===== config.mk =====
export PLATFORM = sky130hd
export DESIGN_NAME = smes_ram
export DESIGN_NICKNAME = d
export VERILOG_FILES = /design/src/smes_ram.sv
export SDC_FILE = /design/constraint.sdc
export NUM_CORES = 2
export LEC_CHECK = 0
export BUFFER_PORTS_ARGS = -buffer_cell sky130_fd_sc_hd__buf_2
export CAP_MARGIN = 5
export CORE_ASPECT_RATIO = 0.7
export CORE_MARGIN = 1.5
export CORE_UTILIZATION = 57
export DETAILED_ROUTE_END_ITERATION = 8
export GPL_ROUTABILITY_DRIVEN = 0
export GPL_TIMING_DRIVEN = 0
export PLACE_DENSITY = 0.76
export REMOVE_ABC_BUFFERS = 1
export SKIP_CTS_REPAIR_TIMING = 1
export SYNTH_ARGS = -nofsm -noshare
export SYNTH_HDL_FRONTEND = slang
export SYNTH_SLANG_ARGS = --single-unit

===== constraint.sdc =====
create_clock -name aclk -period 3.4 [get_ports aclk]
set_input_delay 0.51 -clock aclk [delete_from_list [all_inputs] [get_ports aclk]]
set_output_delay 0.51 -clock aclk [all_outputs]
set_load 0.01 [all_outputs]

===== src/smes_ram.sv =====
`default_nettype none

module smes_ram #(
    parameter int WIDTH = 32,
    parameter int DEPTH = 64
) (
    input  logic                     aclk,
    input  logic                     we,
    input  logic [$clog2(DEPTH)-1:0] waddr,
    input  logic [WIDTH-1:0]         wdata,
    input  logic [$clog2(DEPTH)-1:0] raddr,
    output logic [WIDTH-1:0]         rdata
);

    logic [WIDTH-1:0] mem [DEPTH];
    logic [WIDTH-1:0] rdata_reg;

    always_ff @(posedge aclk) begin
        if (we) begin
            mem[waddr] <= wdata;
        end
        rdata_reg <= mem[raddr];
    end

    assign rdata = rdata_reg;

endmodule

`default_nettype wire


==> key figures <==
Route
  – Residual DRC: 0
  – Vias after detailed routing: 37700
  – Top Metal Used: met5
  – Final ANT Viol Nets: 0
  – Detailed-router iteration count before antenna repair: 8
  – Post-Route M1 WL: 73.5 mm
  – Detail Route met3 WL: 27.0 mm
  – Final Routed Wirelength: 198 mm
  – Number of DRC markers after the initial detailed-route iteration: 6287
  – Met2 wirelength from detailed routing: 90.1 mm
  – Final routed wire length divided by cell count: 36.0 um
  – Vias per Instance: 6.84

Hold path
  – Worst hold start: wdata[20]
  – Hold Path Cell Cnt: 1
  – Hold worst-path end: mem[26][20]$_DFFE_PP_
  – Min-Delay Path Class: input port to register

Logic synthesis
  – Post-synth design cell area: 0.0785 mm2
  – Library cells used by synthesis: 34
  – Count of warnings emitted by yosys: 0
  – Mean Syn Cell Area: 23.6 um2
  – Part of the Yosys area used for sequential elements: 0.791
  – Seq cells post-synth: 2080
  – Post-Syn Instances: 3324

STA
  – Final Hold Fails: 0
  – Final Critical Period: 3310 ps
  – Setup violation total in the final timing report: 0
  – Maximum achievable frequency: 0.302 GHz
  – Worst setup margin: 86.2 ps
  – Final setup skew: 23.7 ps
  – Unrepaired setup endpoints after global routing: false
  – Total negative setup slack: 0 ps
  – Worst rel slew slack: 0.0334
  – Pins over their slew limit: 0
  – Actual transition at the worst max-transition pin: 1450 ps
  – Share of the cycle needed by the critical path after routing: 0.975

Worst setup path
  – WP buf/inv: 2
  – Reg2Reg Capture Point: rdata[8]$_DFF_P_
  – Peak per-stage delay on the critical path: 1010 ps
  – Critical path required time: 4050 ps
  – Nature of the critical path startpoint: input port
  – Most used cell along the critical path: nor2_1
  – Critical path class: input port to register
  – Worst Path Arrival: 3960 ps
  – Worst path slowest cell: nand2_1
  – Beginning of the worst register-to-register path: mem[38][8]$_DFFE_PP_
  – FF-to-FF path depth: 5
  – List of cells traversed by the critical path: buf_8 > buf_16 > nand2_1 > o22ai_1 > nor2_1 > a21oi_1 > nor2_1
  – Worst path top cell family by delay: simple AND/OR/NAND/NOR gates
  – Critical Path End Type: register
  – Max Fanout on Critical Path: 102
  – Reg2reg setup slack: 770 ps

Cells and area
  – Total area of multi-input combinational cells: 0.0160 mm2
  – Area taken by flip-flops and latches: 0.0621 mm2
  – Utilization after layout: 0.654
  – Cell area after layout: 0.0890 mm2
  – Commonest cells after routing, fill and taps aside: edfxtp_1, mux4_2, clkbuf_16
  – Count of placed standard cells in the final layout, fillers left out: 5508
  – Most common cell after layout, fill and taps aside: edfxtp_1
  – Area growth, synth to finish: 13.4%
  – Flip-flop count of the largest register, all copies and words added: 2048
  – Fillers: 8085
  – Post-layout nets: 3556
  – Fraction of layout cells with a size suffix above 1: 0.291

Power and ir drop
  – Peak supply drop: 446 uV
  – Clock Power Share: 0.393
  – Logic pwr share: 0.055
  – Net Sw Frac: 0.215
  – Net load switching power: 11.1 mW
  – Internal: 40.5 mW
  – Leak pwr: 27.5 nW
  – Portion of total power attributed to sequential cells: 0.552
  – Power per Cell Area: 579 mW/mm2

GRT
  – Initial antenna violation count: 15
  – Via count of the first global-routing pass: 37300
  – Global-route congestion overflow total: 0
  – Maximum number of pins on one net before global-route repair: 103
  – Overall fraction of global-route tracks in use: 0.281
  – First-pass GRT wire length: 275 mm

Clocking
  – Total clock sinks: 2080
  – Clock tree from TritonCTS: yes
  – Number of buffers created by CTS: 182
  – Maximum level of the CTS H-tree: 4
  – Clock slew at the register clock pins of the worst setup and hold paths: 70 ps
  – Clk Latency, worst-skew pair: 830 ps
  – Maximum buffer depth of the clock tree: 3
  – Buffer cell driving the clock tree root: clkbuf_16

Die
  – Placeable core region: 0.136 mm2
  – Area of the die: 0.140 mm2
  – Starting density of the core: 0.577
  – Chip Height: 314 um
  – IO Count: 78
  – Std-Cell Rows: 113
  – Chip Width: 447 um

Run
  – Max_cap viols: 0

Place
  – Port Buf Inserts: 77
  – Placed insts: 5147
  – Half-perimeter wire length after detailed placement: 110 mm
  – Minimum setup slack after placement: -2330 ps
  – Placement Cell Area: 0.0828 mm2

Status
  – Run status: complete, no violations
[cell usage after synthesis (all sizes together)]
| cell type | instances | area [um2] |
|---|---|---|
| nor3 | 7 | 35.0 |
| nand3 | 5 | 25.0 |
| edfxtp | 2048 | 61500 |
| dfxtp | 32 | 641 |
| mux4 | 544 | 12300 |
| o221ai | 27 | 236 |
| nand4b | 1 | 8.76 |
| or3 | 3 | 18.8 |
| clkbuf | 74 | 278 |
| o22ai | 84 | 526 |
| nor2b | 15 | 93.8 |
| a21oi | 62 | 310 |
| nand2b | 8 | 50.1 |
| nand3b | 5 | 37.5 |
| nor2 | 137 | 514 |
| mux2i | 93 | 931 |
| nand2 | 26 | 97.6 |
| or3b | 5 | 43.8 |
| or2 | 3 | 18.8 |
| a311oi | 8 | 70.1 |
| buf | 108 | 608 |
| o32ai | 4 | 35.0 |
| nand4 | 2 | 12.5 |
| and2 | 2 | 12.5 |
| and3 | 4 | 25.0 |
| a31oi | 1 | 6.26 |
| a41o | 4 | 40.0 |
| a22oi | 12 | 90.1 |
[logic make-up after synthesis]
family | count (synthesis) | synth area share
muxes | 637 | 0.168
buffers and inverters | 182 | 0.0113
AOI/OAI and AO/OA | 202 | 0.0167
DFF | 2080 | 0.791
and+or+nand+nor | 223 | 0.0127
[how the worst max path moves through the flow]
stage | cells past startpoint | end | slack [ps] | startpoint
after floorplan | 3 | mem[48][0]$_DFFE_PP_ | -120 | we
after global placement | 6 | rdata[29]$_DFF_P_ | -16090 | raddr[0]
after detailed placement | 10 | rdata[27]$_DFF_P_ | -2330 | raddr[0]
after CTS | 10 | rdata[27]$_DFF_P_ | -1460 | raddr[0]
after global routing | 10 | rdata[27]$_DFF_P_ | 80 | raddr[0]
final | 7 | rdata[11]$_DFF_P_ | 90 | raddr[1]
[cell type report]
type / instances / share of cell area
clock inverters: 95 / 0.00967
multi-input cells: 1062 / 0.180
repair buffers: 184 / 0.0318
flip-flops and latches: 2080 / 0.698
diodes: 12 / 0.000337
well taps: 1840 / 0.0259
clock buffers: 235 / 0.0544
[per-layer routing]
metal / track usage / up-vias
met5: 0 / -
li1: - / 14600
met1: 0.414 / 19800
met4: 0.0979 / 2
met3: 0.0808 / 381
met2: 0.410 / 2839
[per-stage QoR]
stage          hold WS (ps)  power, mW
6_report                153       51.5
5_1_grt                 150       52.7
4_1_cts                 143       51.5
3_5_place_dp            735       31.6
3_3_place_gp            724       32.2
2_1_floorplan           609       30.1
[power groups by stage]
stage | clock [mW] | combinational (mW) | sequential, mW
finish | 20.3 | 2.81 | 28.5
CTS | 20.4 | 2.66 | 28.5
global route | 21.3 | 2.90 | 28.5
floorplan | 0 | 1.05 | 29.0
detailed placement | 0 | 2.62 | 29.0
global placement | 0 | 3.16 | 29.0
No activity file was read; power rests on OpenSTA's default activity.
