**src/smes_pkg.sv**
```systemverilog
`default_nettype none

package smes_pkg;

    // Matrix geometry; the coordinate fields are fixed at six bits.
    localparam int COORD_W = 6;
    localparam int MAX_DIM = 2 ** COORD_W;
    localparam int SLOTS   = MAX_DIM * (MAX_DIM - 1) / 2;
    localparam int SLOT_AW = $clog2(SLOTS);

    localparam int WORD_W  = 32;
    localparam int HALF_W  = 16;
    localparam int COUNT_W = 11;
    localparam int DIM_W   = 7;

    typedef enum logic [1:0] {
        CMD_READ        = 2'd0,
        CMD_WRITE       = 2'd1,
        CMD_WRITE_HALVES = 2'd2,
        CMD_FIND        = 2'd3
    } cmd_t;

    typedef struct packed {
        cmd_t                command;
        logic [COORD_W-1:0]  row;
        logic [COORD_W-1:0]  col;
        logic [WORD_W-1:0]   value_bits;
        logic [HALF_W-1:0]   high_half;
        logic [HALF_W-1:0]   low_half;
        logic [SLOT_AW-1:0]  start_index;
    } in_item_t;

    typedef struct packed {
        logic [WORD_W-1:0]   word;
        logic                present;
        logic [COORD_W-1:0]  found_row;
        logic [COORD_W-1:0]  found_col;
        logic [SLOT_AW-1:0]  found_index;
        logic [COUNT_W-1:0]  entry_count;
        logic [DIM_W-1:0]    max_dim;
    } out_item_t;

    // Status of the packed-index to (row, col) splitter.
    typedef struct packed {
        logic                done;
        logic [COORD_W-1:0]  row;
        logic [COORD_W-1:0]  col;
    } split_res_t;

    // First packed index of row r: r*(r-1)/2.
    function automatic logic [SLOT_AW-1:0] row_base(input logic [COORD_W-1:0] r);
        logic [2*COORD_W-1:0] prod;
        prod = (2*COORD_W)'(r) * ((2*COORD_W)'(r) - (2*COORD_W)'(1));
        if (r == '0) begin
            prod = '0;
        end
        return SLOT_AW'(prod >> 1);
    endfunction

    // Position of the lowest set bit; zero when none is set.
    function automatic logic [COORD_W-1:0] lowest_bit(input logic [MAX_DIM-1:0] v);
        logic [MAX_DIM-1:0] iso;
        logic [COORD_W-1:0] idx;
        iso = v & (~v + MAX_DIM'(1));
        idx = '0;
        for (int i = 0; i < MAX_DIM; i++) begin
            if (iso[i]) begin
                idx = idx | COORD_W'(i);
            end
        end
        return idx;
    endfunction

endpackage

`default_nettype wire

```
**src/smes_index_split.sv**
```systemverilog
`default_nettype none

// Splits a packed index into row and column: a bit-by-bit search for the
// largest row whose base index does not exceed the index, one bit a cycle.
module smes_index_split (
    input  logic                          aclk,
    input  logic                          aresetn,
    input  logic                          start,
    input  logic [smes_pkg::SLOT_AW-1:0]  index,
    output smes_pkg::split_res_t          res
);

    import smes_pkg::*;

    logic [COORD_W-1:0] probe_reg, probe_next;
    logic               done_reg, done_next;
    logic [COORD_W-1:0] row_reg, row_next;
    logic [SLOT_AW-1:0] index_reg, index_next;

    logic [COORD_W-1:0] trial;
    logic               take;

    assign trial = row_reg | probe_reg;
    assign take  = row_base(trial) <= index_reg;

    always_comb begin
        probe_next = probe_reg;
        done_next  = 1'b0;
        row_next   = row_reg;
        index_next = index_reg;
        if (start) begin
            probe_next = {1'b1, {(COORD_W-1){1'b0}}};
            row_next   = '0;
            index_next = index;
        end else if (probe_reg != '0) begin
            if (take) begin
                row_next = trial;
            end
            probe_next = probe_reg >> 1;
            done_next  = probe_reg[0];
        end
    end

    always_ff @(posedge aclk) begin
        if (!aresetn) begin
            probe_reg <= '0;
            done_reg  <= 1'b0;
        end else begin
            probe_reg <= probe_next;
            done_reg  <= done_next;
        end
    end

    always_ff @(posedge aclk) begin
        row_reg   <= row_next;
        index_reg <= index_next;
    end

    assign res.done = done_reg;
    assign res.row  = row_reg;
    assign res.col  = COORD_W'(index_reg - row_base(row_reg));

endmodule

`default_nettype wire

```
**config.mk**
```make
export PLATFORM = sky130hd
export DESIGN_NAME = smes_index_split
export DESIGN_NICKNAME = d
export VERILOG_FILES = /design/src/smes_pkg.sv /design/src/smes_index_split.sv
export SDC_FILE = /design/constraint.sdc
export NUM_CORES = 1
export LEC_CHECK = 0
export ABC_CLOCK_PERIOD_IN_PS = 10680
export BUFFER_PORTS_ARGS = -buffer_cell sky130_fd_sc_hd__buf_2
export CAP_MARGIN = 20
export CORE_MARGIN = 3
export CORE_UTILIZATION = 36
export CTS_CLUSTER_SIZE = 40
export DETAILED_ROUTE_END_ITERATION = 7
export SLEW_MARGIN = 0
export SYNTH_ARGS = -nofsm -noshare
export SYNTH_HDL_FRONTEND = slang
export SYNTH_SLANG_ARGS = --single-unit
export TNS_END_PERCENT = 10
```
**constraint.sdc**
```tcl
create_clock -name aclk -period 10.68 [get_ports aclk]
set_input_delay 1.068 -clock aclk [delete_from_list [all_inputs] [get_ports aclk]]
set_output_delay 1.068 -clock aclk [all_outputs]
set_load 0.005 [all_outputs]
```
==> impl_metrics.py, run 1 <==
metrics = {
    "sta": {
        "finalHoldViolCount": 0,
        "drv_slew": 0,
        "fin_hold_ws_ns": 0.466,
        "fin_tns_setup_ns": 0,
        "finalCritPeriodShare_pct": 64.0,
        "clock_skew_ns": 0.00217,
        "min_period_ns": 6.84,
        "max_slew_margin_pct": 58.0,
        "finalSetupViolCount": 0,
        "worstMarginPinSlew_ns": 0.628,
        "rsz0062_at_grt": "no",
        "fmax_mhz": 146,
    },
    "power": {
        "total_power_mw": 0.635,
        "powerDensity_mw_per_mm2": 167,
        "swShare_pct": 46.4,
        "p_sw_mw": 0.295,
        "p_int_mw": 0.340,
        "ir_drop_uv": 68.1,
        "leakage_nw": 2.16,
        "combPwrFrac_pct": 71.9,
        "clkPwrFrac_pct": 11.4,
        "seqPwrFrac_pct": 16.8,
    },
    "clock_network": {
        "postCtsHoldBufs": 0,
        "cts_resized": 0,
        "clk_latency_ns": 0.27,
        "cts_sinks": 24,
        "cts_buffers": 3,
        "postCtsSetupRepairBufs": 0,
        "cts_root_buffer": "clkbuf_8",
        "h-tree-depth": 1,
        "cts_tree": "done",
        "cts.clk_slew.worst_paths_ns": 0.09,
        "ctsLongestPathBuffers": 2,
    },
    "die": {
        "die-area_mm2": 0.0108,
        "dieWidth_um": 104,
        "ios": 27,
        "fp.dieH_um": 104,
        "core_mm2": 0.00928,
        "std_cell_rows": 35,
        "start_util_pct": 37.2,
    },
    "routing": {
        "drtIter0Drc": 64,
        "drc": 0,
        "first_pass_iters": 4,
        "vias": 2436,
        "viasPerCell": 4.48,
        "wirelength_mm": 6.52,
        "wl_per_cell_um": 12.0,
        "ant_nets": 0,
    },
    "logic_synthesis": {
        "synthTopCellsByCount": "92 x inv_1, 74 x ha_1, 43 x nor2_1, 28 x fa_1, 14 x xnor2_1",
        "synth_top_area_share_pct": 26.8,
        "synth_flop_cell": "dfxtp_1",
        "syn-num-nets": 503,
        "synthTopCellsByArea": "ha_1 27%, fa_1 16%, inv_1 10%, edfxtp_1 9.6%, dfxtp_1 7.5%",
        "avgSynthCellArea_um2": 8.93,
        "synth_edf_count": 11,
        "synth_cell_types": 36,
        "ys_seq_area_share_pct": 17.1,
        "synth-seq-cells": 24,
        "syn-cell-area_mm2": 0.00345,
        "synth_cells": 387,
        "yosysTopAreaCell": "ha_1",
        "async_flop_share_pct": 0,
        "yosysWarningCount": 0,
        "synth_most_common_cell": "inv_1",
    },
    "cells_and_area": {
        "nNetsFinal": 532,
        "fin_area_mm2": 0.00379,
        "largest_reg_flops": 11,
        "multi_input_area_mm2": 0.00249,
        "num-fill-cells": 955,
        "syn2layout_area_growth_pct": 9.82,
        "drive_above_1_share_pct": 11.8,
        "diodes": 0,
        "seqCellArea_um2": 591,
    },
    "place": {
        "gp_congestion": 0.859,
        "io_buffers": 26,
        "dpl.hpwl_mm": 5.61,
        "placed_area_mm2": 0.00373,
    },
    "critical_path": {
        "path_max_fanout": 9,
        "path_class": "reg2reg",
        "critPathCaptureType": "flop",
        "critPathLaunchType": "flop",
        "worstPathRequired_ns": 10.82,
        "arrival_ns": 6.97,
    },
    "global_routing": {
        "first_global_vias": 2531,
        "grt.overflow.total": 0,
        "antenna_found_initial": 0,
        "grt_start_max_net_pins": 20,
        "global_route.usage.total_pct": 12.6,
        "grt_pass1_wl_mm": 11.5,
    },
    "worst_hold_path": {
        "hold_path.class": "reg2reg",
    },
    "outcome": {
        "status": "completed",
    },
    "job": {
        "cap_violations": 0,
    },
}
per-stage QoR:
step / setup WS [ns] / util (%) / cells
4_1_cts: 3.83 / 40.9 / 544
2_1_floorplan: 4.53 / - / 387
3_5_place_dp: 3.87 / 40.1 / 540
3_3_place_gp: 4.10 / 40.1 / 540
5_1_grt: 3.34 / 40.9 / 544
6_report: 3.84 / 40.9 / 544
cells by family after synthesis:
| group | after synthesis | synth area share [%] |
|---|---|---|
| buffers and inverters | 95 | 10.8 |
| AND/OR/NAND/NOR | 106 | 15.4 |
| flip-flops | 24 | 17.1 |
| adder cells (fa/ha/maj) | 102 | 43.0 |
| XOR/XNOR | 24 | 6.48 |
| AO/OA/AOI/OAI | 36 | 7.17 |
cell type report:
type                       instances  area share [%]
multi-input combinational        268            65.7
sequential                        24            15.6
inverter                          93            9.33
tap                              129            4.25
timing repair buffer              26            3.43
clock buffer                       4            1.75
power by group through the flow:
stage	clock, mW	combinational, mW	sequential [mW]
floorplan	0	0.359	0.107
global placement	0	0.451	0.109
detailed placement	0	0.458	0.108
CTS	0.0744	0.463	0.107
global route	0.0792	0.527	0.107
finish	0.0721	0.456	0.107
final timing paths:
kind	start	to	slack, ns	cells past startpoint
hold reg to reg	probe_reg[5]$_SDFFE_PN0P_	probe_reg[4]$_SDFFE_PP0P_	0.47	1
setup reg to reg	row_reg[0]$_SDFFE_PP0P_	row_reg[0]$_SDFFE_PP0P_	3.84	26
hold / removal	probe_reg[5]$_SDFFE_PN0P_	probe_reg[4]$_SDFFE_PP0P_	0.47	1
setup / recovery	row_reg[0]$_SDFFE_PP0P_	row_reg[0]$_SDFFE_PP0P_	3.84	26
critical path, cell delays in order (launching register included):
cell and delay (ns):
dfxtp_1 0.41, nor2_1 0.53, ha_1 0.29, nand3_2 0.09, or3_1 0.52, inv_6 0.16, nand2_1 0.08, fa_1 0.54
fa_1 0.54, inv_1 0.05, fa_1 0.53, inv_1 0.05, fa_1 0.52, inv_1 0.04, ha_1 0.30, a21oi_1 0.28
o21bai_1 0.11, a21oi_1 0.18, xor2_1 0.17, nor2_1 0.06, ha_1 0.28, nand4_1 0.09, nor2_1 0.14, nand2_1 0.08
o21bai_1 0.17, a31oi_2 0.33, a211oi_1 0.13
cells in the final DEF (no fill, tap or decap), types with 10 or more instances in the layout:
cell type	netlist	final
inv_1	92	92
ha_1	74	74
nor2_1	43	43
fa_1	28	28
buf_2	0	26
xnor2_1	14	14
dfxtp_1	13	13
nand2_1	12	12
edfxtp_1	11	11
or2_2	10	10
layer usage:
metal / vias up / share of wire, % / track usage (%)
met5: - / 0 / 0
met4: 0 / 0.67 / 1.80
met3: 4 / 3.0 / 2.23
met2: 28 / 45 / 20.7
met1: 1131 / 52 / 17.8
li1: 1273 / - / -
Power figures use the tool's default switching activity.
==> inputs of run 2 (changes only) <==
ABC_AREA = 1   (was default)
ABC_CLOCK_PERIOD_IN_PS = 6700   (was 10680)
clock period = 6.7 ns   (was 10.68 ns; I/O delays follow)
==> impl_metrics.py, run 2 <==
metrics = {
    "worst_hold_path": {
        "hold_path.class": "reg2reg",
        "min_path_cells": 2,
    },
    "cells_and_area": {
        "final_cell_mix": "129 x inv_1, 87 x nand2_1, 74 x ha_1, 52 x nor2_1, 28 x fa_1",
        "multi_input_area_mm2": 0.00259,
        "seqCellArea_um2": 592,
        "nNetsFinal": 644,
        "fin_util_pct": 41.3,
        "fin_area_mm2": 0.00409,
        "largest_reg_flops": 11,
        "diodes": 0,
        "finalNonFillerCells": 660,
        "syn2layout_area_growth_pct": 9.54,
        "drive_above_1_share_pct": 11.2,
        "mostFrequentLayoutCell": "inv_1",
        "num-fill-cells": 1055,
    },
    "critical_path": {
        "cp_slowest_cell": "fa_1",
        "path_class": "reg2reg",
        "cp_num_cells": 26,
        "r2r_cells": 26,
        "path_max_fanout": 6,
        "cp_num_buf_inv": 6,
        "crit_top_cell": "inv_1",
        "cp_top_family": "adder cells",
        "worstPathRequired_ns": 6.86,
        "critPathLaunchType": "flop",
        "critPathCaptureType": "flop",
        "arrival_ns": 6.28,
        "max_stage_delay_ns": 0.55,
    },
    "logic_synthesis": {
        "synthTopCellsByArea": "ha_1 25%, fa_1 15%, inv_1 13%, edfxtp_1 8.8%, nand2_1 8.7%",
        "synth_edf_count": 11,
        "synth_top_area_share_pct": 24.8,
        "synth_cell_types": 34,
        "ys_seq_area_share_pct": 15.8,
        "yosysTopAreaCell": "ha_1",
        "async_flop_share_pct": 0,
        "synthTopCellsByCount": "129 x inv_1, 87 x nand2_1, 74 x ha_1, 53 x nor2_1, 28 x fa_1",
        "synth_flop_cell": "dfxtp_1",
        "avgSynthCellArea_um2": 7.53,
        "synth-seq-cells": 24,
        "syn-num-nets": 612,
        "synth_cells": 496,
        "synth_most_common_cell": "inv_1",
        "yosysWarningCount": 0,
        "syn-cell-area_mm2": 0.00374,
    },
    "power": {
        "seqPwrFrac_pct": 32.7,
        "ir_drop_uv": 73.0,
        "p_sw_mw": 0.193,
        "combPwrFrac_pct": 47.2,
        "clkPwrFrac_pct": 20.1,
        "leakage_nw": 2.46,
        "powerDensity_mw_per_mm2": 122,
        "swShare_pct": 38.5,
        "p_int_mw": 0.308,
    },
    "outcome": {
        "status": "completed",
    },
    "sta": {
        "finalCritPeriodShare_pct": 91.4,
        "rsz0062_at_grt": "no",
        "finalHoldViolCount": 0,
        "setup_slack_ns": 0.574,
        "fmax_mhz": 163,
        "fin_tns_setup_ns": 0,
        "drv_slew": 0,
        "worstMarginPinSlew_ns": 0.440,
        "min_period_ns": 6.13,
        "clock_skew_ns": 0.0146,
        "max_slew_margin_pct": 70.5,
        "finalSetupViolCount": 0,
    },
    "routing": {
        "drc": 0,
        "drtIter0Drc": 109,
        "ant_nets": 0,
        "vias": 3052,
        "wl_per_cell_um": 11.3,
        "viasPerCell": 4.62,
        "first_pass_iters": 4,
        "wirelength_mm": 7.48,
    },
    "place": {
        "dp_slack_ns": 0.271,
        "placed_area_mm2": 0.00403,
        "dpl.hpwl_mm": 6.54,
        "place_inst": 656,
        "gp_congestion": 0.863,
        "io_buffers": 26,
    },
    "die": {
        "std_cell_rows": 36,
        "start_util_pct": 37.7,
        "dieWidth_um": 108,
        "die-area_mm2": 0.0116,
        "ios": 27,
        "core_mm2": 0.00991,
        "fp.dieH_um": 108,
    },
    "global_routing": {
        "grt.overflow.total": 0,
        "grt_start_max_net_pins": 16,
        "first_global_vias": 2844,
        "antenna_found_initial": 0,
        "global_route.usage.total_pct": 13.8,
        "grt_pass1_wl_mm": 13.0,
    },
    "clock_network": {
        "cts.clk_slew.worst_paths_ns": 0.08,
        "cts_buffers": 3,
        "postCtsHoldBufs": 0,
        "ctsLongestPathBuffers": 2,
        "h-tree-depth": 1,
        "postCtsSetupRepairBufs": 0,
        "cts_sinks": 24,
        "cts_tree": "done",
        "clk_latency_ns": 0.27,
        "cts_root_buffer": "clkbuf_8",
    },
    "job": {
        "cap_violations": 0,
    },
}
==> run 2: cell count changes after synthesis, moves of 8 or more <==
cell      before  now
nand2_1       12   87
inv_1         92  129
nand3_1        3   15
nor2_1        43   53
nand2b_1       9    0
a21oi_1        9   17
and2_1         9    1
or2_2         10    2
==> run 2: cell families after synthesis <==
family,after synthesis,share of synthesized area [%]
fa+ha+maj,102,39.8
buf+inv,141,15.0
flops,24,15.8
xor+xnor,13,3.05
simple gates,182,21.4
compound gates,34,4.96
==> run 2: final timing paths <==
path	to	slack, ns	start
max	row_reg[1]$_SDFFE_PP0P_	0.57	row_reg[5]$_SDFFE_PP0P_
min	probe_reg[4]$_SDFFE_PP0P_	0.45	probe_reg[5]$_SDFFE_PN0P_
max reg2reg	row_reg[1]$_SDFFE_PP0P_	0.57	row_reg[5]$_SDFFE_PP0P_
min reg2reg	probe_reg[4]$_SDFFE_PP0P_	0.45	probe_reg[5]$_SDFFE_PN0P_
==> run 2: routing by layer <==
| metal | global-route usage (%) | part of all wire, % |
|---|---|---|
| met1 | 18.6 | 46 |
| met2 | 23.6 | 49 |
| met3 | 1.14 | 3.1 |
| met4 | 3.79 | 1.4 |
| met5 | 0 | 0 |
==> run 2: cell type report <==
type	instances	share of cell area (%)
clock buffer	4	1.35
tap	133	4.07
inverter	137	12.7
timing repair buffer	31	4.10
multi-input combinational	331	63.3
sequential	24	14.5
==> run 2: power groups by stage <==
| stage | Sequential (mW) | Clock [mW] | Combinational (mW) |
|---|---|---|---|
| after floorplan | 0.166 | 0 | 0.181 |
| after detailed placement | 0.167 | 0 | 0.238 |
| after CTS | 0.164 | 0.105 | 0.240 |
| after global placement | 0.167 | 0 | 0.233 |
| final | 0.164 | 0.101 | 0.237 |
| after global routing | 0.165 | 0.110 | 0.281 |
==> run 2: per-stage QoR <==
stage	power, mW	hold WS [ns]
6_report	0.501	0.450
5_1_grt	0.555	0.485
4_1_cts	0.509	0.455
3_5_place_dp	0.405	0.443
3_3_place_gp	0.401	0.439
2_1_floorplan	0.347	0.421
==> run 2: worst min-delay path, delay by kind of cell (launching register included) <==
kind / cells / cell delay [ns]
DFF: 1 / 0.33
buffers and inverters: 1 / 0.05
and+or+nand+nor: 1 / 0.03
==> run 2: what timing repair did <==
item / 4_1_cts / 5_1_grt
setup endpoints to repair: 0 / 6
gates resized for setup: 0 / 4
hold endpoints to repair: 0 / 0
